`config.mk`:
```
export PLATFORM = sky130hd
export DESIGN_NAME = tctr_ctrl
export DESIGN_NICKNAME = d
export VERILOG_FILES = /design/src/hdl/tctr_pkg.sv /design/src/hdl/tctr_ctrl.sv
export SDC_FILE = /design/constraint.sdc
export NUM_CORES = 1
export LEC_CHECK = 0
export BUFFER_PORTS_ARGS = -buffer_cell sky130_fd_sc_hd__clkbuf_2
export CORE_ASPECT_RATIO = 0.7
export CORE_MARGIN = 2
export CORE_UTILIZATION = 44
export DETAILED_ROUTE_END_ITERATION = 8
export PLACE_DENSITY = 0.64
export SLEW_MARGIN = 20
export SYNTH_ARGS = -nofsm -noshare
export SYNTH_HDL_FRONTEND = slang
export SYNTH_SLANG_ARGS = --single-unit
```
`constraint.sdc`:
```
create_clock -name clk -period 4.9 [get_ports clk]
set_input_delay 0.245 -clock clk [delete_from_list [all_inputs] [get_ports clk]]
set_output_delay 0.245 -clock clk [all_outputs]
set_load 0.005 [all_outputs]
```
`src/hdl/tctr_pkg.sv`:
```
// ----------------------------------------------------------------------------
// tctr_pkg: shared types and constants for the TEA counter-mode cipher
// Lane record carried through the round chain, register indexes, round sums.
// ----------------------------------------------------------------------------
package tctr_pkg;

  localparam int unsigned ROUND_COUNT = 32;
  // each round is split into two half-round cells
  localparam int unsigned CELL_COUNT  = 2 * ROUND_COUNT;

  localparam logic [31:0] TEA_DELTA = 32'h9E3779B9;

  localparam int unsigned CFG_INDEX_W = 3;
  localparam logic [CFG_INDEX_W-1:0] REG_KEY_WORD_0    = 3'd0;
  localparam logic [CFG_INDEX_W-1:0] REG_KEY_WORD_1    = 3'd1;
  localparam logic [CFG_INDEX_W-1:0] REG_KEY_WORD_2    = 3'd2;
  localparam logic [CFG_INDEX_W-1:0] REG_KEY_WORD_3    = 3'd3;
  localparam logic [CFG_INDEX_W-1:0] REG_START_COUNTER = 3'd4;

  typedef struct packed {
    logic        valid;
    logic [7:0]  data;
    logic        last;
    logic [2:0]  pos;
    logic [31:0] x;   // word being updated by the next cell
    logic [31:0] y;   // word feeding the round function
  } tctr_lane_t;

  // running sum after round r (0-based), evaluated at elaboration
  function automatic logic [31:0] tea_sum(input int unsigned r);
    logic [63:0] prod;
    prod = 64'(TEA_DELTA) * 64'(r + 1);
    return prod[31:0];
  endfunction

endpackage

```
`src/hdl/tctr_ctrl.sv`:
```
// ----------------------------------------------------------------------------
// tctr_ctrl: input skid stage and counter tracking
// Tracks byte position and block index, loads the counter into the chain.
// ----------------------------------------------------------------------------
module tctr_ctrl
  import tctr_pkg::*;
(
  input  logic        clk,
  input  logic        rst,
  input  logic        advance,
  input  logic        in_valid,
  output logic        in_ready,
  input  logic [7:0]  data_byte,
  input  logic        msg_last,
  input  logic [63:0] start_counter,
  output tctr_lane_t  entry
);

  logic        hold_valid;
  logic [7:0]  hold_data;
  logic        hold_last;
  logic        src_valid;
  logic [7:0]  src_data;
  logic        src_last;
  logic        take;
  logic [2:0]  byte_position;
  logic [63:0] block_index;
  logic [63:0] counter;

  assign in_ready  = !hold_valid;
  assign src_valid = hold_valid | in_valid;
  assign src_data  = hold_valid ? hold_data : data_byte;
  assign src_last  = hold_valid ? hold_last : msg_last;
  assign take      = advance & src_valid;
  assign counter   = start_counter + block_index;

  // skid: catch a transaction that arrives while the chain is stalled
  always_ff @(posedge clk) begin
    if (rst) begin
      hold_valid <= 1'b0;
    end else if (advance) begin
      hold_valid <= 1'b0;
    end else if (in_valid && !hold_valid) begin
      hold_valid <= 1'b1;
      hold_data  <= data_byte;
      hold_last  <= msg_last;
    end
  end

  always_ff @(posedge clk) begin
    if (rst) begin
      byte_position <= 3'd0;
      block_index   <= 64'd0;
    end else if (take) begin
      if (src_last) begin
        byte_position <= 3'd0;
        block_index   <= 64'd0;
      end else begin
        byte_position <= byte_position + 3'd1;
        if (byte_position == 3'd0) begin
          block_index <= block_index + 64'd1;
        end
      end
    end
  end

  always_ff @(posedge clk) begin
    if (rst) begin
      entry.valid <= 1'b0;
    end else if (advance) begin
      entry.valid <= src_valid;
      entry.data  <= src_data;
      entry.last  <= src_last;
      entry.pos   <= byte_position;
      entry.x     <= counter[31:0];
      entry.y     <= counter[63:32];
    end
  end

endmodule

```
Word level (Yosys, flattened, before mapping)
Index checks and enable logic that the tools add are counted.
{"block": "totals", "reg_bits": 154, "inputBits": 77}
{"block": "op_classes", "n_mux": 5, "n_addsub": 3, "reduce_logical": 8, "bitwise": 4}
{"cell": "64-bit two-way mux", "n": 2}
{"cell": "64-bit by 1-bit adder with 64-bit output (second input constant)", "n": 1}
{"cell": "64-bit adder", "n": 1}
{"cell": "8-bit two-way mux", "n": 1}
{"cell": "2-bit AND reduction", "n": 2}
{"cell": "3-bit by 1-bit adder with 3-bit output (second input constant)", "n": 1}
{"cell": "3-bit zero test", "n": 1}
{"cell": "3-bit two-way mux", "n": 1}
{"cell": "3-bit AND reduction", "n": 1}
{"cell": "1-bit NOT", "n": 2}
{"cell": "2-bit nonzero test", "n": 1}
{"cell": "2-bit OR reduction", "n": 1}
{"cell": "1-bit bitwise AND", "n": 1}
{"cell": "1-bit logical AND", "n": 1}
{"cell": "1-bit zero test", "n": 1}
{"cell": "1-bit two-way mux", "n": 1}
{"cell": "1-bit bitwise OR", "n": 1}

Longest topological paths before layout
{"block": "depth", "ltp_word": 3, "mapped_depth": 12}

Least setup slack after synthesis
Ideal clock, no wire load.
{"block": "synth_timing", "path_type": "input to register", "from": "input port rst", "to": "register entry[0] in the netlist's numbering (enable)", "path_slack_ns": 0.744, "stages": 1, "path_buffers": 0, "setup_ns": 0.521, "arrival_ns": 3.635, "cell_sequence": "nor2b_1"}
{"block": "synth_between", "elab_chain_cells": 2}
{"element": "start, declared", "line": "tctr_ctrl.sv:9", "source": "input logic rst,"}
{"element": "1-bit NOT (no source line)"}
{"element": "2-bit AND reduction (no source line)"}
{"element": "end, declared", "line": "tctr_ctrl.sv:16", "source": "output tctr_lane_t entry"}
Every way passes these cells.
A chain may end at the register's enable or synchronous reset.

Worst setup path after layout
{"block": "layout_timing", "from": "register block_index[0]", "to": "register entry[30] in the netlist's numbering (data pin)"}
{"block": "layout_between", "elab_chain_cells": 1}
{"element": "start, declared", "line": "tctr_ctrl.sv:27", "source": "logic [63:0] block_index;"}
{"element": "start signal, assigned", "line": "tctr_ctrl.sv:61", "source": "block_index <= block_index + 64'd1;"}
{"element": "64-bit adder", "line": "tctr_ctrl.sv:35", "source": "assign counter = start_counter + block_index;"}
{"element": "via counter[62]", "line": "tctr_ctrl.sv:28", "source": "logic [63:0] counter;"}
The timed path passes the listed nets, and every way through them passes these cells.

==> impl_results.md <==
- Vias in the first global route: 7,463
- Post-synth top area cell: edfxtp_1
- WL per Instance: 16.2 µm
- Synth top cells by count: 97 x a21oi_1, 86 x nor2_1, 85 x edfxtp_1, 85 x nand2_1, 69 x dfxtp_1
- Post-synth cell types: 69
- Cell mode on critical path: o21ai_0
- Antenna viol nets, final: 0
- Ratio of cells with drive above 1 in the final layout: 0.183
- Seq/Total Area, Yosys: 0.414
- All-layer global routing usage: 0.207
- DIE AREA: 0.0228 mm²
- Pwr per Cell Area: 272 mW/mm²
- Post-DP HPWL: 17.9 mm
- Critical R2R Launch: block_index[0]$_SDFFE_PP0P_
- Multi-input logic area: 0.00531 mm²
- Crit-path slowest cell: a22oi_1
- Worst-path maximum fanout: 6
- Synth-to-layout area growth: 17.7%
- Clock buffer depth: 2
- Launch point of the worst path: block_index[0]$_SDFFE_PP0P_
- Final wirelength: 23.5 mm
- Ys flop type: edfxtp_1
- End of the critical path: entry[30]$_DFFE_PP_
- Layout Nets: 1,304
- Initial DRC Count: 648
- Tightest Pin Transition: 1010 ps
- Most common cell in the netlist: a21oi_1
- Switch share: 0.239
- Clk pwr share: 0.449
- Syn Inst Count: 1,011
- Resized cells post-CTS: 0
- Detailed Routing Iterations Pass 1: 5
- Ranking of synthesized cells by area: edfxtp_1 27%, dfxtp_1 15%, ha_1 8.7%, xnor2_1 5.8%, a21oi_1 5.1%
- Crit end category: register
- Worst Skew: 12.1 ps
- Fillers: 1,968
- First-pass GRT wire length: 38.0 mm
- Slowest Stage Delay on Critical Path: 470 ps
- Worst endpoint required time: 5070 ps
- Max-Cap Viols: 0
- Synth Register Bits: 154
- Port bufs: 154
- R2R cell count: 11
- R2R Path End: entry[30]$_DFFE_PP_
- Ys Warns: 0
- Ports: 155
- Minimum clock period: 3770 ps
- GPL Wtd Cong: 0.912
- TritonCTS Buffers: 17
- Synth top area share: 0.269
- Critical path depth in cells: 11
- Sequential power share: 0.467
- Total Power: 3.04 mW
- Via count: 7,942
- Root buf cell: clkbuf_16
- DRC Markers: 0
- Initial antenna violation count: 0
- Hold Crit Class: input pin to register
- Flop-to-flop setup slack: 1130 ps
- CP startpoint kind: register
- Via density: 5.48
- DP Worst Slack: 1130 ps
- Hold Fails Final Rpt: 0
- Buf/Inv on CP: 0
- Avg Cell Area, Syn: 9.39 µm²
- Cell family with most CP delay: compound AO/OA/AOI/OAI gates
- H-tree Lvls: 4
- Min Hold Slack: 28.1 ps
- TritonCTS Sinks: 154
- RSZ-0062 raised after global routing: no
- P_int: 2.32 mW
- VDD IR max: 0.162 mV
- Clk_lat worst skew: 430 ps
- Comb pwr share: 0.085
- Crit-path cells: ha_1 -> fa_1 -> a21oi_1 -> o21ai_0 -> o21ai_0 -> nand2_1 -> a211oi_1 -> o221ai_1 -> a22oi_1 -> nor3_1 -> or3_1
- Starting Density: 0.453
- Synthesized Nets: 1,155
- NetSw: 0.727 mW
- Status: completed
- Cell Area, Synth: 0.00950 mm²
- F_max: 265 MHz
- CTS tree: done
- WS Path Type: register to register
- Critical path arrival: 3940 ps
- Reg clk slew, reported paths: 60 ps
- FFs w/ async S/R, synth: 0
- Period utilization: 0.769
- Die H: 127 µm
- Largest net degree at the start of global routing: 72
- Total global routing overflow: 0
- Worst rel slew slack: 0.325
- Reg area: 0.00393 mm²
- Die extent in x: 180 µm
- Fin worst setup slack: 1130 ps
- Setup violations, final: 0
- Slew Viols, Final: 0
- Standard-cell rows: 44
- Core ar.: 0.0210 mm²
- Diodes inserted: 0
- Lkg Pwr: 4.72 nW
- Setup TNS: 0 ps
- EDFF count, synth: 85
==> cell usage in the layout (no fill, tap or decap), types with 8 or more instances in the layout <==
master     count
a21oi_1       97
or3_1         17
nor3_1        12
a21o_1        37
xnor2_1       63
o21bai_1      22
nand2_1       85
ha_1          66
nor2_1        86
edfxtp_1      85
and3_1        20
nor2b_1        9
xor2_1        44
clkbuf_2     154
o21a_1         9
and4_1        10
mux2_2         8
dfxtp_1       69
nand3_1       35
nand4_1       22
inv_1         33
a31oi_1       10
clkbuf_16     17
o21ai_0       54
==> worst min path at each step <==
stage	from	to	slack (ps)	cells after the start
after floorplan	rst	block_index[1]$_SDFFE_PP0P_	310	1
after global placement	data_byte[2]	hold_data[2]$_DFFE_PP_	440	1
after detailed placement	data_byte[0]	hold_data[0]$_DFFE_PP_	440	1
after CTS	data_byte[1]	hold_data[1]$_DFFE_PP_	6	1
after global routing	data_byte[1]	hold_data[1]$_DFFE_PP_	6	1
final	data_byte[1]	hold_data[1]$_DFFE_PP_	30	1
==> what timing repair did <==
action / in CTS / in global routing
endpoints found under the hold margin: 7 / 0
setup endpoints to repair: 0 / 0
hold buffers: 7 / 0
buffers inserted: 0 / 0
==> area by class of cell <==
type | count | share of cell area
inverters | 33 | 0.0111
flip-flops and latches | 154 | 0.352
clock inverters | 14 | 0.0153
clock buffers | 18 | 0.0384
multi-input cells | 790 | 0.475
well taps | 276 | 0.0309
repair buffers | 164 | 0.0772
==> cells by family after synthesis <==
group / Yosys count / share of synthesized area
AND/OR/NAND/NOR: 333 / 0.180
AO/OA/AOI/OAI: 273 / 0.179
XOR/XNOR: 107 / 0.0987
multiplexers: 10 / 0.0116
buffers and inverters: 67 / 0.0277
flip-flops: 154 / 0.414
adder cells (fa/ha/maj): 67 / 0.0891
==> power groups by stage <==
stage               sequential [mW]  clock [mW]  combinational (mW)
global placement               1.45           0               0.251
CTS                            1.42        1.40               0.258
finish                         1.42        1.37               0.257
floorplan                      1.45           0               0.138
detailed placement             1.45           0               0.253
global route                   1.42        1.45               0.286
==> per-stage QoR <==
step,std cells,instance area [µm²],utilization
after floorplan,1011,9500,-
after global placement,1410,10500,0.501
after detailed placement,1410,10500,0.501
after CTS,1449,11200,0.533
after global routing,1449,11200,0.533
final,1449,11200,0.533
==> worst register-to-register path, cell delays in order (launching register included) <==
cell      delay (ps)
dfxtp_1          350
ha_1             230
fa_1             410
a21oi_1          230
o21ai_0          140
o21ai_0          320
nand2_1          170
a211oi_1         370
o221ai_1         390
a22oi_1          470
nor3_1            90
or3_1            340
==> metal layers <==
metal,vias to the layer above,GRT usage,share of wire
met5,-,0,0
met4,0,0.0540,0.011
met3,22,0.0471,0.068
met2,241,0.299,0.40
met1,3675,0.310,0.52
li1,4004,-,-
==> sequential cells by signal, indices dropped and copies added (netlist names) <==
signal,cells
hold_data,8
entry,77
hold_last,1
block_index,64
hold_valid,1
byte_position,3
(Power assumes the default switching activity.)
