===== src/hdl/tctr_pkg.sv =====
// ----------------------------------------------------------------------------
// tctr_pkg: shared types and constants for the TEA counter-mode cipher
// Lane record carried through the round chain, register indexes, round sums.
// ----------------------------------------------------------------------------
package tctr_pkg;

  localparam int unsigned ROUND_COUNT = 32;
  // each round is split into two half-round cells
  localparam int unsigned CELL_COUNT  = 2 * ROUND_COUNT;

  localparam logic [31:0] TEA_DELTA = 32'h9E3779B9;

  localparam int unsigned CFG_INDEX_W = 3;
  localparam logic [CFG_INDEX_W-1:0] REG_KEY_WORD_0    = 3'd0;
  localparam logic [CFG_INDEX_W-1:0] REG_KEY_WORD_1    = 3'd1;
  localparam logic [CFG_INDEX_W-1:0] REG_KEY_WORD_2    = 3'd2;
  localparam logic [CFG_INDEX_W-1:0] REG_KEY_WORD_3    = 3'd3;
  localparam logic [CFG_INDEX_W-1:0] REG_START_COUNTER = 3'd4;

  typedef struct packed {
    logic        valid;
    logic [7:0]  data;
    logic        last;
    logic [2:0]  pos;
    logic [31:0] x;   // word being updated by the next cell
    logic [31:0] y;   // word feeding the round function
  } tctr_lane_t;

  // running sum after round r (0-based), evaluated at elaboration
  function automatic logic [31:0] tea_sum(input int unsigned r);
    logic [63:0] prod;
    prod = 64'(TEA_DELTA) * 64'(r + 1);
    return prod[31:0];
  endfunction

endpackage


===== src/hdl/tctr_cell.sv =====
// ----------------------------------------------------------------------------
// tctr_cell: one TEA half-round
// x += F(y); the two words swap on the way out so every cell looks the same.
// ----------------------------------------------------------------------------
module tctr_cell
  import tctr_pkg::*;
(
  input  logic        clk,
  input  logic        rst,
  input  logic        advance,
  input  logic [31:0] key_a,
  input  logic [31:0] key_b,
  input  logic [31:0] sum,
  input  tctr_lane_t  lane_in,
  output tctr_lane_t  lane_out
);

  logic [31:0] mix;
  logic [31:0] x_next;

  assign mix    = ((lane_in.y << 4) + key_a) ^ (lane_in.y + sum) ^
                  ((lane_in.y >> 5) + key_b);
  assign x_next = lane_in.x + mix;

  always_ff @(posedge clk) begin
    if (rst) begin
      lane_out.valid <= 1'b0;
    end else if (advance) begin
      lane_out.valid <= lane_in.valid;
      lane_out.data  <= lane_in.data;
      lane_out.last  <= lane_in.last;
      lane_out.pos   <= lane_in.pos;
      lane_out.x     <= lane_in.y;
      lane_out.y     <= x_next;
    end
  end

endmodule


===== config.mk =====
export PLATFORM = sky130hd
export DESIGN_NAME = tctr_cell
export DESIGN_NICKNAME = d
export VERILOG_FILES = /design/src/hdl/tctr_pkg.sv /design/src/hdl/tctr_cell.sv
export SDC_FILE = /design/constraint.sdc
export NUM_CORES = 1
export LEC_CHECK = 0
export ABC_AREA = 0
export BUFFER_PORTS_ARGS = -buffer_cell sky130_fd_sc_hd__buf_2
export CAP_MARGIN = 5
export CORE_AREA = 2 2 125 127
export DETAILED_ROUTE_END_ITERATION = 10
export DIE_AREA = 0 0 127 129
export PLACE_DENSITY = 0.87
export SLEW_MARGIN = 5
export SYNTH_ARGS = -nofsm -noshare
export SYNTH_HDL_FRONTEND = slang
export SYNTH_SLANG_ARGS = --single-unit

===== constraint.sdc =====
create_clock -name clk -period 9.9 [get_ports clk]
set_input_delay 1.485 -clock clk [delete_from_list [all_inputs] [get_ports clk]]
set_output_delay 1.485 -clock clk [all_outputs]
set_load 0.03 [all_outputs]

# Word-level counts from Yosys, hierarchy flattened
# Cells that the tools add are included.
dict set report classes {
  reduce_logical 1
  bitwise 3
  n_addsub 4
}
# operator count
set ops {}
lappend ops {{$add A32 B32 Y32} 3}
lappend ops {{$xor A32 B32 Y32} 2}
lappend ops {{$add A27 B32 Y32} 1}
lappend ops {{$reduce_and A2 Y1} 1}
lappend ops {{$not A1 Y1} 1}
dict set report totals {
  output_inout_bits 77
  ff_bits 77
  word_cells 14
}

# Longest topological paths before layout
# Gate-level depths: netlist of run 1.
dict set report logic_depth {
  ltp_word 4
  mapped_depth 22
}

# Worst setup path after synthesis of run 1
# Ideal clock, no wire load.
dict set report synth_timing {
  kind {input to register}
  startpoint {input port key_b[0]}
  endpoint {register lane_out[31] (netlist name) (data pin)}
  cell_stages 21
  arrival_ns 5.568
  slack_ns 4.063
  setup_time_ns 0.269
  path_cell_list {ha_1 > inv_1 > fa_1 > nor2b_1 > o21ai_1 > nand2b_1 > a311o_1 > a41o_1 > a21o_1 > a21oi_1 > xnor3_1 > xnor2_1 > ha_1 > a21oi_1 > o21ai_0 > a211o_1 > a31o_2 > a21o_1 > a31oi_1 > o31ai_1 > xor3_1}
}
dict set report synth_between {
  elab_chain_len 3
}
# element line_no
set synth_lines {}
lappend synth_lines {{from (decl)} tctr_cell.sv:12} ;# input logic [31:0] key_b,
lappend synth_lines {{$add A27 B32 Y32} tctr_cell.sv:22} ;# ((lane_in.y >> 5) + key_b);
lappend synth_lines {{$xor A32 B32 Y32} tctr_cell.sv:21} ;# assign mix = ((lane_in.y << 4) + key_a) ^ (lane_in.y + sum) ^
lappend synth_lines {{$add A32 B32 Y32} tctr_cell.sv:23} ;# assign x_next = lane_in.x + mix;
lappend synth_lines {{via x_next[31]} tctr_cell.sv:19} ;# logic [31:0] x_next;
lappend synth_lines {{to (decl)} tctr_cell.sv:15} ;# output tctr_lane_t lane_out
# The timed path passes the listed nets, and every way through them passes these cells.
# A chain may end at the register's enable or synchronous reset.

# Worst setup path in the final report of run 1
dict set report layout_timing {
  startpoint {input port lane_in[5] (netlist name)}
  endpoint {register lane_out[31] (netlist name) (data pin)}
}
dict set report layout_between {
  elab_chain_len 4
  elab_cells_between_ends 6
}
# element line_no
set layout_lines {}
lappend layout_lines {{from (decl)} tctr_cell.sv:14} ;# input tctr_lane_t lane_in,
lappend layout_lines {{$add A32 B32 Y32} tctr_cell.sv:21}
lappend layout_lines {{$xor A32 B32 Y32} tctr_cell.sv:21}
lappend layout_lines {{$xor A32 B32 Y32 *} tctr_cell.sv:21}
lappend layout_lines {{$add A32 B32 Y32 *} tctr_cell.sv:23}
lappend layout_lines {{via x_next[31]} tctr_cell.sv:19}
# The timed path passes the listed nets; every way through them passes the cells marked *.

==> impl_results.rst, run 1 <==
.. list-table::
   :header-rows: 1

   * - Metric
     - Value
   * - Status
     - complete, no violations
   * - Critical Path Start
     - lane_in[5]
   * - WHS Endpoint
     - lane_out[76]
   * - Post-detail-place hpwl
     - approximately 21000 um
   * - Core area
     - between 10000 and 15000 sq um
   * - Number of flops mapped to enable cells by yosys
     - 76
   * - Number of max-cap violations
     - 0
   * - Leading cell types in the layout, fill and taps excluded
     - 252 x sky130_fd_sc_hd__buf_2, 130 x sky130_fd_sc_hd__xnor2_1, 121 x sky130_fd_sc_hd__ha_1
   * - Areal power density over the cells
     - roughly 220 nW/um^2
   * - Count of final max-slew check failures
     - 0
   * - Via count of the routed design
     - 8190
   * - Final number of hold-violating endpoints
     - 0
   * - Maximum fanout encountered on the critical timing path
     - 6
   * - Top reg by flops
     - lane_out
   * - CP cell instances
     - buf_2 -> ha_1 -> inv_1 -> fa_1 -> nor2b_1 -> o21ai_1 -> nand2b_1 -> a311o_1 -> a41o_1 -> a21o_1 -> a21oi_1 -> xnor3_1 -> xnor2_1 -> ha_1 -> a21oi_1 -> o21ai_0 -> a211o_1 -> a31o_2 -> a21o_1 -> a31oi_1 -> o31ai_1 -> xor3_1
   * - Drt initial violations
     - ~720
   * - Reg-to-reg critical path startpoint
     - lane_out[76]
   * - Reg area
     - between 2000 and 2500 sq um
   * - Endpoint of the worst-slack reg-to-reg timing path
     - lane_out[76]
   * - CTS max path bufs
     - 2
   * - Gr usage total
     - around 30%
   * - Clock input transition at the sequential cells of the worst setup and hold paths
     - around 0.060 ns
   * - Count of input and output buffers
     - 252
   * - Worst-Margin Slew
     - 0.814 ns
   * - Buffer and inverter count on the worst path
     - 2
   * - Post-synthesis cell type count
     - 63
   * - Post-detailed-route via-to-cell ratio
     - between 6 and 7
   * - Worst hold path cell count
     - 2
   * - Die X
     - between 100 and 150 um
   * - Async S/R FF share, synth
     - 0%
   * - Setup repair after global routing missed its margin
     - false
   * - Clock Tree Root
     - sky130_fd_sc_hd__clkbuf_16
   * - Setup slack, reg-to-reg
     - 9.28 ns
   * - Final net count
     - about 1500
   * - Final critical-path required period
     - between 6 and 7 ns
   * - Area used by multi-input combinational logic
     - 6160 sq um
   * - Global placement routability congestion
     - ~0.95
   * - Registers with the highest flip-flop counts
     - lane_out x77
   * - Row cnt
     - 45
   * - Worst-skew pair later-pin latency
     - 0.34 ns
   * - Clock buffer count from CTS
     - 9
   * - Largest stage delay on the critical path
     - around 0.46 ns
   * - First drt pass iteration count
     - 6
   * - Remaining antenna violation count after routing
     - 0
   * - Type of the most critical hold path
     - reg -> reg
   * - Clock Sinks
     - 77
   * - Primary FF master, synth
     - sky130_fd_sc_hd__edfxtp_1
   * - Crit share post-route
     - about 63%
   * - Antenna Diode Count
     - 0
   * - Register bit total from synthesis
     - between 70 and 80
   * - Post-Route Skew
     - 0 ns
   * - Startpoint Class
     - primary input
   * - Number of global-route vias before repair
     - between 7000 and 8000
   * - Most common cell after layout, fill and taps aside
     - sky130_fd_sc_hd__buf_2
   * - Total grt overflow
     - 0
   * - Starting density of the core
     - between 50% and 60%
   * - Instance area after placement
     - 10100 sq um
   * - Worst rel slew slack
     - 45.8%
   * - Max frequency
     - between 150 and 200 MHz
   * - Count of unresolved DRC violations after routing
     - 0
   * - CTS tree
     - built
   * - Leakage power summed over all cells
     - about 0.0048 uW
   * - Wire length per cell
     - between 15 and 20 um
   * - Synth warnings
     - 0
   * - Number of antenna violations at the first check in global routing
     - 0
   * - Resized cells post-CTS
     - 0
   * - Ports
     - roughly 250
   * - Count of fill cells added during filler insertion
     - 1205
   * - Mean instance size in the synthesized netlist
     - ~9.5 sq um
   * - Count of endpoints failing setup in the final report
     - 0
   * - Largest vdd supply drop
     - 117 uV
   * - H-tree Lvls
     - 3
   * - Summed negative setup slack over all endpoints
     - 0 ns
   * - Crit-path leading delay family
     - compound AO/OA/AOI/OAI gates
   * - First-pass GRT wire length
     - 38100 um
   * - Share of synthesized area occupied by flip-flops and latches
     - a little over a quarter
   * - Largest net degree at the start of global routing
     - 62
   * - Endpoint kind of the worst setup timing path
     - register
   * - Crit path kind
     - in -> reg
   * - Synth Net Count
     - about 1200
   * - Flip-flop count of the largest register after layout
     - between 70 and 80
   * - Worst hold start
     - lane_out[76]
   * - Worst-path cell with the longest stage delay
     - sky130_fd_sc_hd__a311o_1
   * - Die outline height
     - 129 um
   * - Depth of the worst register-to-register path
     - 2
   * - Post-route cell area
     - about 10000 sq um
   * - Required time worst endpoint
     - about 10 ns
   * - Area growth, synth to finish
     - 20.9%
   * - Post-CTS setup repair buffer count
     - 0
   * - Cell area after synthesis
     - between 8000 and 9000 sq um
   * - Ratio of cells with drive above 1 in the final layout
     - 24.2%
   * - Die area
     - ~16000 sq um
   * - Gate count after technology mapping
     - 903
   * - Arrival time of the worst setup path
     - about 6.3 ns
   * - Quantity of hold-fixing buffers added after cts
     - 0
   * - Total wire length after detailed routing
     - about 25000 um
==> worst register-to-register path: stages, from the launching register on <==
cell and delay [ns]:
sky130_fd_sc_hd__dfxtp_1 0.31, sky130_fd_sc_hd__mux2i_1 0.14, sky130_fd_sc_hd__nor2_1 0.06
==> final cells by class <==
class	count	area share, %
inverter	27	0.978
tap	188	2.27
sequential	77	22.2
clock inverter	5	0.579
clock buffer	11	2.25
multi-input combinational	795	59.5
timing repair buffer	253	12.2
==> metal layers <==
layer	GRT usage (%)	part of all wire [%]	vias to the layer above
met1	41.8	43	3805
met3	4.53	8.4	65
met4	10.8	3.0	0
met2	47.2	45	403
li1	-	-	3917
met5	0	0	-
==> kinds of logic after synthesis <==
logic type                 Yosys count  synth area share [%]
muxes                                1                 0.117
DFF                                 77                  26.8
buffers and inverters               31                  1.36
AOI/OAI and AO/OA                  299                  23.1
and+or+nand+nor                    199                  11.4
adders and majority gates          125                  18.6
xor gates and xnor gates           171                  18.6
==> metrics by stage <==
step           worst slack (ns)  total power (uW)  cells  hold WS (ns)  utilization (%)
2_1_floorplan              4.06              1620    903         0.630                -
3_3_place_gp               3.55              1920   1340         0.484             67.3
3_5_place_dp               3.39              1960   1340         0.526             67.3
4_1_cts                    3.73              2300   1356         0.540             69.2
5_1_grt                    3.38              2470   1356         0.569             69.2
6_report                   3.66              2320   1356         0.528             69.2
==> power by group <==
group | total, uW | leakage [uW] | switching [uW] | internal, uW
Combinational | 1480 | 0.00396 | 859 | 622
Clock | 335 | 0.000140 | 139 | 196
Sequential | 500 | 0.000722 | 16.3 | 484
==> synth_stat cells (all sizes together), types with 2 or more instances <==
cell,number,area (sq um)
a41o,2,20.0
clkbuf,4,15.0
nor2b,11,68.8
nand3,22,110
nor2,50,188
a22oi,3,22.5
nor3,15,75.1
and4,4,35.0
a21oi,87,435
a31oi,14,87.6
nand4,7,43.8
edfxtp,76,2280
and2,8,50.1
a21boi,5,37.5
a211oi,9,72.6
a221oi,5,56.3
a311o,2,20.0
o41ai,2,43.8
inv,27,101
or3,4,25.0
o21bai,10,75.1
and3,14,87.6
o21a,13,97.6
xnor2,130,1140
a21o,57,428
a211o,2,17.5
xor2,34,298
a221o,2,20.0
a41oi,4,42.6
a31o,5,43.8
fa,4,80.1
nand2b,14,87.6
o21ai,54,270
xnor3,6,135
o31ai,5,42.5
o211ai,8,60.1
ha,121,1510
nand2,45,169
==> worst max path at each step <==
stage	endpoint	cells after the start
2_1_floorplan	lane_out[31]	21
3_3_place_gp	lane_out[31]	22
3_5_place_dp	lane_out[31]	22
4_1_cts	lane_out[31]	22
5_1_grt	lane_out[30]	22
6_report	lane_out[31]	22
Note: power is estimated with default switching activity, not from simulation.
==> run 2, diff against run 1 <==
Settings changed: CORE_AREA 2 2 125 127 to 2 2 130 132, DIE_AREA 0 0 127 129 to 0 0 132 134, PLACE_DENSITY 0.87 to 0.81.
Clock period 9.9 ns to 6.18 ns, I/O delays scaled along.
==> run 2 against run 1 <==
Against the previous run: largest cell class unchanged; critical path type unchanged; via count decreased by 0.23%; clock power is 100% higher; final area grew 1.4%.
==> impl_results.rst, run 2 (same netlist as run 1, synthesis figures left out) <==
.. list-table::
   :header-rows: 1

   * - Metric
     - Value
   * - Status
     - complete, no violations
   * - Final critical-path required period
     - roughly 5.7 ns
   * - Worst-path cell with the longest stage delay
     - sky130_fd_sc_hd__a311o_1
   * - Setup slack, reg-to-reg
     - 5.59 ns (-3.69 ns)
   * - Remaining antenna violation count after routing
     - 0 (unchanged)
   * - Worst-Margin Slew
     - 0.783 ns (-0.0302 ns)
   * - Largest net degree at the start of global routing
     - 61 (-1.6%)
   * - Largest stage delay on the critical path
     - 0.45 ns (about the same)
   * - Reg-to-reg critical path startpoint
     - lane_out[76]
   * - Post-Route Skew
     - 0 ns (unchanged)
   * - Clock Tree Root
     - sky130_fd_sc_hd__clkbuf_16
   * - Internal power of the cells
     - 2210 uW (+70%)
   * - Arrival time of the worst setup path
     - 5.77 ns (-0.55 ns)
   * - Ratio of cells with drive above 1 in the final layout
     - 24.5% (+0.30 points)
   * - Row cnt
     - 47 (+4.4%)
   * - Combinational fraction of design power
     - 61.8% (-2.2 points)
   * - Endpoint kind of the worst setup timing path
     - register
   * - Count of fill cells added during filler insertion
     - 1380 (+15%)
   * - Worst-skew pair later-pin latency
     - 0.34 ns (about the same)
   * - Total grt overflow
     - 0 (unchanged)
   * - Wire length per cell
     - 18.3 um (-1.1%)
   * - Number of global-route vias before repair
     - 7668 (+1.3%)
   * - Buffer and inverter count on the worst path
     - 2 (unchanged)
   * - Required time worst endpoint
     - 6.27 ns (-3.71 ns)
   * - Switching power summed over all nets
     - 1640 uW (+61%)
   * - Number of antenna violations at the first check in global routing
     - 5 (+5)
   * - Worst rel slew slack
     - 47.8% (+2.0 points)
   * - CTS tree
     - built
   * - Final number of hold-violating endpoints
     - 0 (unchanged)
   * - Clock network fraction of total power
     - 17.5% (+3.0 points)
   * - Count of endpoints failing setup in the final report
     - 0 (unchanged)
   * - Crit-path leading delay family
     - compound AO/OA/AOI/OAI gates
   * - Post-detail-place hpwl
     - 21100 um (+0.77%)
   * - Crit path kind
     - in -> reg
   * - Summed negative setup slack over all endpoints
     - 0 ns (unchanged)
   * - CP cell instances
     - buf_2 -> ha_1 -> inv_1 -> fa_1 -> nor2b_1 -> o21ai_1 -> nand2b_1 -> a311o_1 -> a41o_1 -> a21o_1 -> a21oi_1 -> xnor3_1 -> xnor2_1 -> ha_1 -> a21oi_1 -> o21ai_0 -> a211o_1 -> a31o_2 -> a21o_1 -> a31oi_1 -> o31ai_1 -> xor3_1
   * - Leading cell types in the layout, fill and taps excluded
     - 252 x sky130_fd_sc_hd__buf_2, 130 x sky130_fd_sc_hd__xnor2_1, 121 x sky130_fd_sc_hd__ha_1
   * - Via count of the routed design
     - 8171 (-0.23%)
   * - First-pass GRT wire length
     - 39300 um (+3.2%)
   * - Total power
     - 3850 uW (+66%)
   * - Die X
     - 132 um (+3.9%)
   * - Number of max-cap violations
     - 0 (unchanged)
   * - Resized cells post-CTS
     - 0 (unchanged)
   * - Count of final max-slew check failures
     - 0 (unchanged)
   * - Registers with the highest flip-flop counts
     - lane_out x77
   * - Areal power density over the cells
     - 366 nW/um^2 (+64%)
   * - Ports
     - 253 (unchanged)
   * - Max frequency
     - ~180 MHz
   * - Quantity of hold-fixing buffers added after cts
     - 0 (unchanged)
   * - Worst hold start
     - lane_out[76]
   * - WHS Endpoint
     - lane_out[76]
   * - Gr usage total
     - 28.4% (-1.4 points)
   * - Type of the most critical hold path
     - reg -> reg
   * - Count of input and output buffers
     - 252 (unchanged)
   * - Post-detailed-route via-to-cell ratio
     - 5.85 (-3.1%)
   * - Worst hold path cell count
     - 2 (unchanged)
   * - Leakage power summed over all cells
     - 0.00488 uW (+1.1%)
   * - Maximum fanout encountered on the critical timing path
     - 6 (unchanged)
   * - Worst-case setup margin in the final layout
     - 0.504 ns (-3.16 ns)
   * - Top reg by flops
     - lane_out
   * - First drt pass iteration count
     - 6 (unchanged)
   * - Drt initial violations
     - 750 (+4.0%)
   * - Depth of the worst register-to-register path
     - 2 (unchanged)
   * - Clock input transition at the sequential cells of the worst setup and hold paths
     - 0.06 ns (about the same)
   * - Clock Sinks
     - 77 (unchanged)
   * - Flip-flop count of the largest register after layout
     - 77 (unchanged)
   * - Global placement routability congestion
     - 0.950 (+0.31%)
   * - Crit share post-route
     - about nine tenths
   * - Starting density of the core
     - 52.6% (-4.6 points)
   * - Final net count
     - 1466 (+0.14%)
   * - Post-Place Worst Slack
     - 0.187 ns (-3.20 ns)
   * - Area growth, synth to finish
     - 22.6%
   * - Net switching fraction of the power
     - 42.5% (-1.3 points)
   * - Largest vdd supply drop
     - 178 uV (+52%)
   * - Core area
     - 16300 sq um (+8.8%)
   * - Die outline height
     - 134 um (+3.9%)
   * - Setup repair after global routing missed its margin
     - false
   * - H-tree Lvls
     - 3 (unchanged)
   * - Die area
     - 17700 sq um (+8.0%)
   * - Startpoint Class
     - primary input
   * - Count of unresolved DRC violations after routing
     - 0 (unchanged)
   * - Total wire length after detailed routing
     - 25600 um (+1.8%)
   * - Finished Core Util
     - 64.5% (-4.7 points)
   * - Share of total power in sequential cells
     - 20.7% (-0.9 points)
   * - Endpoint of the worst-slack reg-to-reg timing path
     - lane_out[76]
   * - Most common cell after layout, fill and taps aside
     - sky130_fd_sc_hd__buf_2
   * - Post-CTS setup repair buffer count
     - 0 (unchanged)
   * - CTS max path bufs
     - 2 (unchanged)
   * - Clock buffer count from CTS
     - 9 (unchanged)
==> run 2: cell count changes in the layout (fill, tap and decap cells not counted), sizes merged <==
cell	before	now
diode	0	6
bufinv	1	4
buf	253	255
clkbuf	11	9
clkinv	2	1
clkinvlp	1	0
inv	28	29
==> run 2: through the flow <==
step / hold slack (ns) / cells / area (sq um)
final: 0.516 / 1396 / 10500
after CTS: 0.525 / 1390 / 10500
after floorplan: 0.630 / 903 / 8580
after global routing: 0.550 / 1395 / 10500
after detailed placement: 0.510 / 1374 / 10100
after global placement: 0.478 / 1374 / 10100
==> run 2: layout make-up <==
type	instances	area, sq um	area share (%)
Multi-Input combinational cell	795	6160	58.6
Antenna cell	6	15.0	0.143
Tap cell	220	275	2.62
Inverter	27	101	0.964
Sequential cell	77	2300	21.9
Clock inverter	7	145	1.38
Timing Repair Buffer	255	1280	12.2
Clock buffer	9	225	2.14
==> run 2: worst max path at each step <==
stage                          start           end  slack, ns  cells after the start
after CTS                 lane_in[5]  lane_out[31]       0.55                     22
after floorplan             key_b[0]  lane_out[31]       0.90                     21
final                     lane_in[5]  lane_out[31]       0.50                     22
after detailed placement  lane_in[5]  lane_out[31]       0.19                     22
after global routing      lane_in[5]  lane_out[31]       0.18                     22
after global placement    lane_in[5]  lane_out[31]       0.35                     22
==> run 2: tightest hold or removal path, delay by kind of cell, from the launching register on <==
kind             cells  cell delay [ns]
AND/OR/NAND/NOR      1             0.09
multiplexers         1             0.07
flip-flops           1             0.32
==> run 2: power groups by stage <==
stage	logic [uW]	registers, uW	clock network, uW
finish	2380	798	674
global route	2580	810	700
floorplan	1570	1040	0
CTS	2340	799	684
global placement	2280	809	0
detailed placement	2330	809	0
==> run 2: routing by layer <==
layer	track usage, %	wire [um]	vias to the layer above
li1	-	-	3936
met1	40.2	11300	3758
met2	43.4	11200	426
met3	4.91	2280	51
met4	11.2	816	0
met5	0	0	-
==> run 3, diff against run 2 <==
Settings changed: RECOVER_POWER from default to 25.
==> run 3 against run 2 <==
Against the previous run: the flow now finishes with violations (max-capacitance violations, max-slew violations); sequential power hardly changed; routed wire length hardly changed; die area stayed put; register-to-register slack hardly changed; clock skew stayed put; count of clock-buffer cells in the layout stayed put; first-iteration DRC count is 0.40% higher; final area is 0.46% lower; critical path depth is 2 lower; final cell count stayed put; hold slack better by 0.0024 ns; non-clock buffer count stayed put; critical path type unchanged.
==> impl_results.rst, run 3 (same netlist as run 1, synthesis figures left out) <==
.. list-table::
   :header-rows: 1

   * - Metric
     - Value
   * - Starting density of the core
     - 52.6% (unchanged)
   * - Wire length per cell
     - 18.3 um (about the same)
   * - Leakage power summed over all cells
     - 0.00478 uW (-2.0%)
   * - Post-Route Skew
     - 0 ns (unchanged)
   * - Gr usage total
     - 28.4% (unchanged)
   * - Total grt overflow
     - 0 (unchanged)
   * - Worst hold slack
     - 0.519 ns (+0.00235 ns)
   * - Count of final max-slew check failures
     - 18 (+18)
   * - Ratio of cells with drive above 1 in the final layout
     - 21.6% (-2.9 points)
   * - Die X
     - 132 um (unchanged)
   * - Quantity of hold-fixing buffers added after cts
     - 0 (unchanged)
   * - Die outline height
     - 134 um (unchanged)
   * - Global placement routability congestion
     - 0.950 (unchanged)
   * - Count of input and output buffers
     - 252 (unchanged)
   * - Clock input transition at the sequential cells of the worst setup and hold paths
     - 0.07 ns (about the same)
   * - Via count of the routed design
     - 8168 (-0.037%)
   * - Clock buffer count from CTS
     - 9 (unchanged)
   * - Post-Place Worst Slack
     - 0.187 ns (unchanged)
   * - Post-CTS setup repair buffer count
     - 0 (unchanged)
   * - CTS tree
     - built
   * - Area growth, synth to finish
     - 22.0%
   * - Number of global-route vias before repair
     - 7668 (unchanged)
   * - Reg-to-reg critical path startpoint
     - lane_out[76]
   * - Required time worst endpoint
     - 6.27 ns (about the same)
   * - Final number of hold-violating endpoints
     - 0 (unchanged)
   * - Crit share post-route
     - 92.4% (+0.52 points)
   * - Resized cells post-CTS
     - 0 (unchanged)
   * - Endpoint of the worst-slack reg-to-reg timing path
     - lane_out[76]
   * - Worst-Margin Slew
     - 1.52 ns (+0.739 ns)
   * - Instance area after placement
     - 10100 sq um (unchanged)
   * - Worst-skew pair later-pin latency
     - 0.34 ns (about the same)
   * - Worst hold path cell count
     - 2 (unchanged)
   * - Largest net degree at the start of global routing
     - 61 (unchanged)
   * - Buffer and inverter count on the worst path
     - 1 (-1)
   * - Worst-case setup margin in the final layout
     - 0.472 ns (-0.0323 ns)
   * - Final net count
     - 1466 (unchanged)
   * - Arrival time of the worst setup path
     - 5.80 ns (+0.03 ns)
   * - Summed negative setup slack over all endpoints
     - 0 ns (unchanged)
   * - Number of max-cap violations
     - 1 (+1)
   * - Areal power density over the cells
     - 367 nW/um^2 (+0.31%)
   * - Top reg by flops
     - lane_out
   * - Number of antenna violations at the first check in global routing
     - 5 (unchanged)
   * - Total wire length after detailed routing
     - 25600 um (about the same)
   * - Post-detailed-route via-to-cell ratio
     - 5.85 (about the same)
   * - Row cnt
     - 47 (unchanged)
   * - Maximum fanout encountered on the critical timing path
     - 6 (unchanged)
   * - Crit-path leading delay family
     - compound AO/OA/AOI/OAI gates
   * - Worst hold start
     - lane_out[76]
   * - Leading cell types in the layout, fill and taps excluded
     - 219 x sky130_fd_sc_hd__buf_2, 130 x sky130_fd_sc_hd__xnor2_1, 121 x sky130_fd_sc_hd__ha_1
   * - First-pass GRT wire length
     - 39300 um (unchanged)
   * - Endpoint kind of the worst setup timing path
     - register
   * - Largest stage delay on the critical path
     - 0.44 ns (about the same)
   * - Registers with the highest flip-flop counts
     - lane_out x77
   * - Setup repair after global routing missed its margin
     - false
   * - CP cell instances
     - clkbuf_1 -> ha_1 -> nor2b_1 -> o21ai_1 -> nand2b_1 -> a311o_1 -> a41o_1 -> a21o_1 -> a21oi_1 -> xnor3_1 -> xnor2_1 -> ha_1 -> a21oi_1 -> o21ai_0 -> a211o_1 -> a31o_2 -> a21o_1 -> a31oi_1 -> o31ai_1 -> xor3_1
   * - Core area
     - 16300 sq um (unchanged)
   * - Clock Tree Root
     - sky130_fd_sc_hd__clkbuf_16
   * - Die area
     - 17700 sq um (unchanged)
   * - Max frequency
     - 175 MHz (-0.57%)
   * - Flip-flop count of the largest register after layout
     - 77 (unchanged)
   * - Worst rel slew slack
     - -1.66% (-49 points)
   * - Count of fill cells added during filler insertion
     - 1407 (+2.0%)
   * - Count of endpoints failing setup in the final report
     - 0 (unchanged)
   * - Remaining antenna violation count after routing
     - 0 (unchanged)
   * - CTS max path bufs
     - 2 (unchanged)
   * - Violations in the final reports
     - max-capacitance violations, max-slew violations
   * - Finished Core Util
     - 64.2% (-0.30 points)
   * - Ports
     - 253 (unchanged)
   * - Status
     - finished with violations
   * - Clock Sinks
     - 77 (unchanged)
   * - Most common cell after layout, fill and taps aside
     - sky130_fd_sc_hd__buf_2
   * - Post-route cell area
     - 10500 sq um (-0.46%)
   * - Setup slack, reg-to-reg
     - 5.59 ns (about the same)
   * - Largest vdd supply drop
     - 177 uV (-0.17%)
   * - Crit path kind
     - in -> reg
   * - H-tree Lvls
     - 3 (unchanged)
   * - Drt initial violations
     - 753 (+0.40%)
   * - Depth of the worst register-to-register path
     - 2 (unchanged)
   * - First drt pass iteration count
     - 5 (-1)
   * - WHS Endpoint
     - lane_out[76]
   * - Post-detail-place hpwl
     - 21100 um (unchanged)
   * - Type of the most critical hold path
     - reg -> reg
   * - Final critical-path required period
     - 5.71 ns (+0.0323 ns)
   * - Worst-path cell with the longest stage delay
     - sky130_fd_sc_hd__a311o_1
   * - Startpoint Class
     - primary input
   * - Count of unresolved DRC violations after routing
     - 0 (unchanged)
==> run 3: cell types whose count changed in the layout (fill, tap and decap cells not counted), sizes merged <==
cell    before  now
clkbuf       9   42
buf        255  222
==> run 3: layer usage <==
| metal | share of wire, % | routed length, um | GRT usage, % | vias up |
|---|---|---|---|---|
| met5 | 0 | 0 | 0 | - |
| met3 | 8.7 | 2230 | 4.91 | 43 |
| li1 | - | - | - | 3934 |
| met4 | 2.9 | 735 | 11.2 | 0 |
| met2 | 44 | 11300 | 43.4 | 403 |
| met1 | 44 | 11300 | 40.2 | 3788 |
==> run 3: worst min-delay path, cell delays in order (launching register included) <==
cell	delay [ns]
sky130_fd_sc_hd__dfxtp_1	0.33
sky130_fd_sc_hd__mux2i_1	0.07
sky130_fd_sc_hd__nor2_1	0.09
==> run 3: layout make-up <==
| class | instances | area, sq um | share of cell area [%] |
|---|---|---|---|
| Multi-Input combinational cell | 795 | 6160 | 58.8 |
| Clock inverter | 7 | 145 | 1.39 |
| Timing Repair Buffer | 255 | 1240 | 11.9 |
| Clock buffer | 9 | 225 | 2.15 |
| Antenna cell | 6 | 15.0 | 0.143 |
| Sequential cell | 77 | 2300 | 22.0 |
| Inverter | 27 | 101 | 0.969 |
| Tap cell | 220 | 275 | 2.63 |
==> run 3: how the worst max path moves through the flow <==
stage                     from      endpoint  slack (ns)  depth (start not counted)
finish              lane_in[7]  lane_out[31]        0.47                         20
global route        lane_in[5]  lane_out[31]        0.15                         22
CTS                 lane_in[5]  lane_out[31]        0.55                         22
detailed placement  lane_in[5]  lane_out[31]        0.19                         22
global placement    lane_in[5]  lane_out[31]        0.35                         22
floorplan             key_b[0]  lane_out[31]        0.90                         21
==> run 3: through the flow <==
step	total power [uW]	cells
2_1_floorplan	2600	903
3_3_place_gp	3090	1374
3_5_place_dp	3140	1374
4_1_cts	3820	1390
5_1_grt	4090	1395
6_report	3840	1396
==> run 3: power breakdown <==
part	switching, uW	total, uW	internal [uW]
registers	23.3	798	774
clock network	235	674	439
logic	1380	2370	995
total	1630	3840	2210
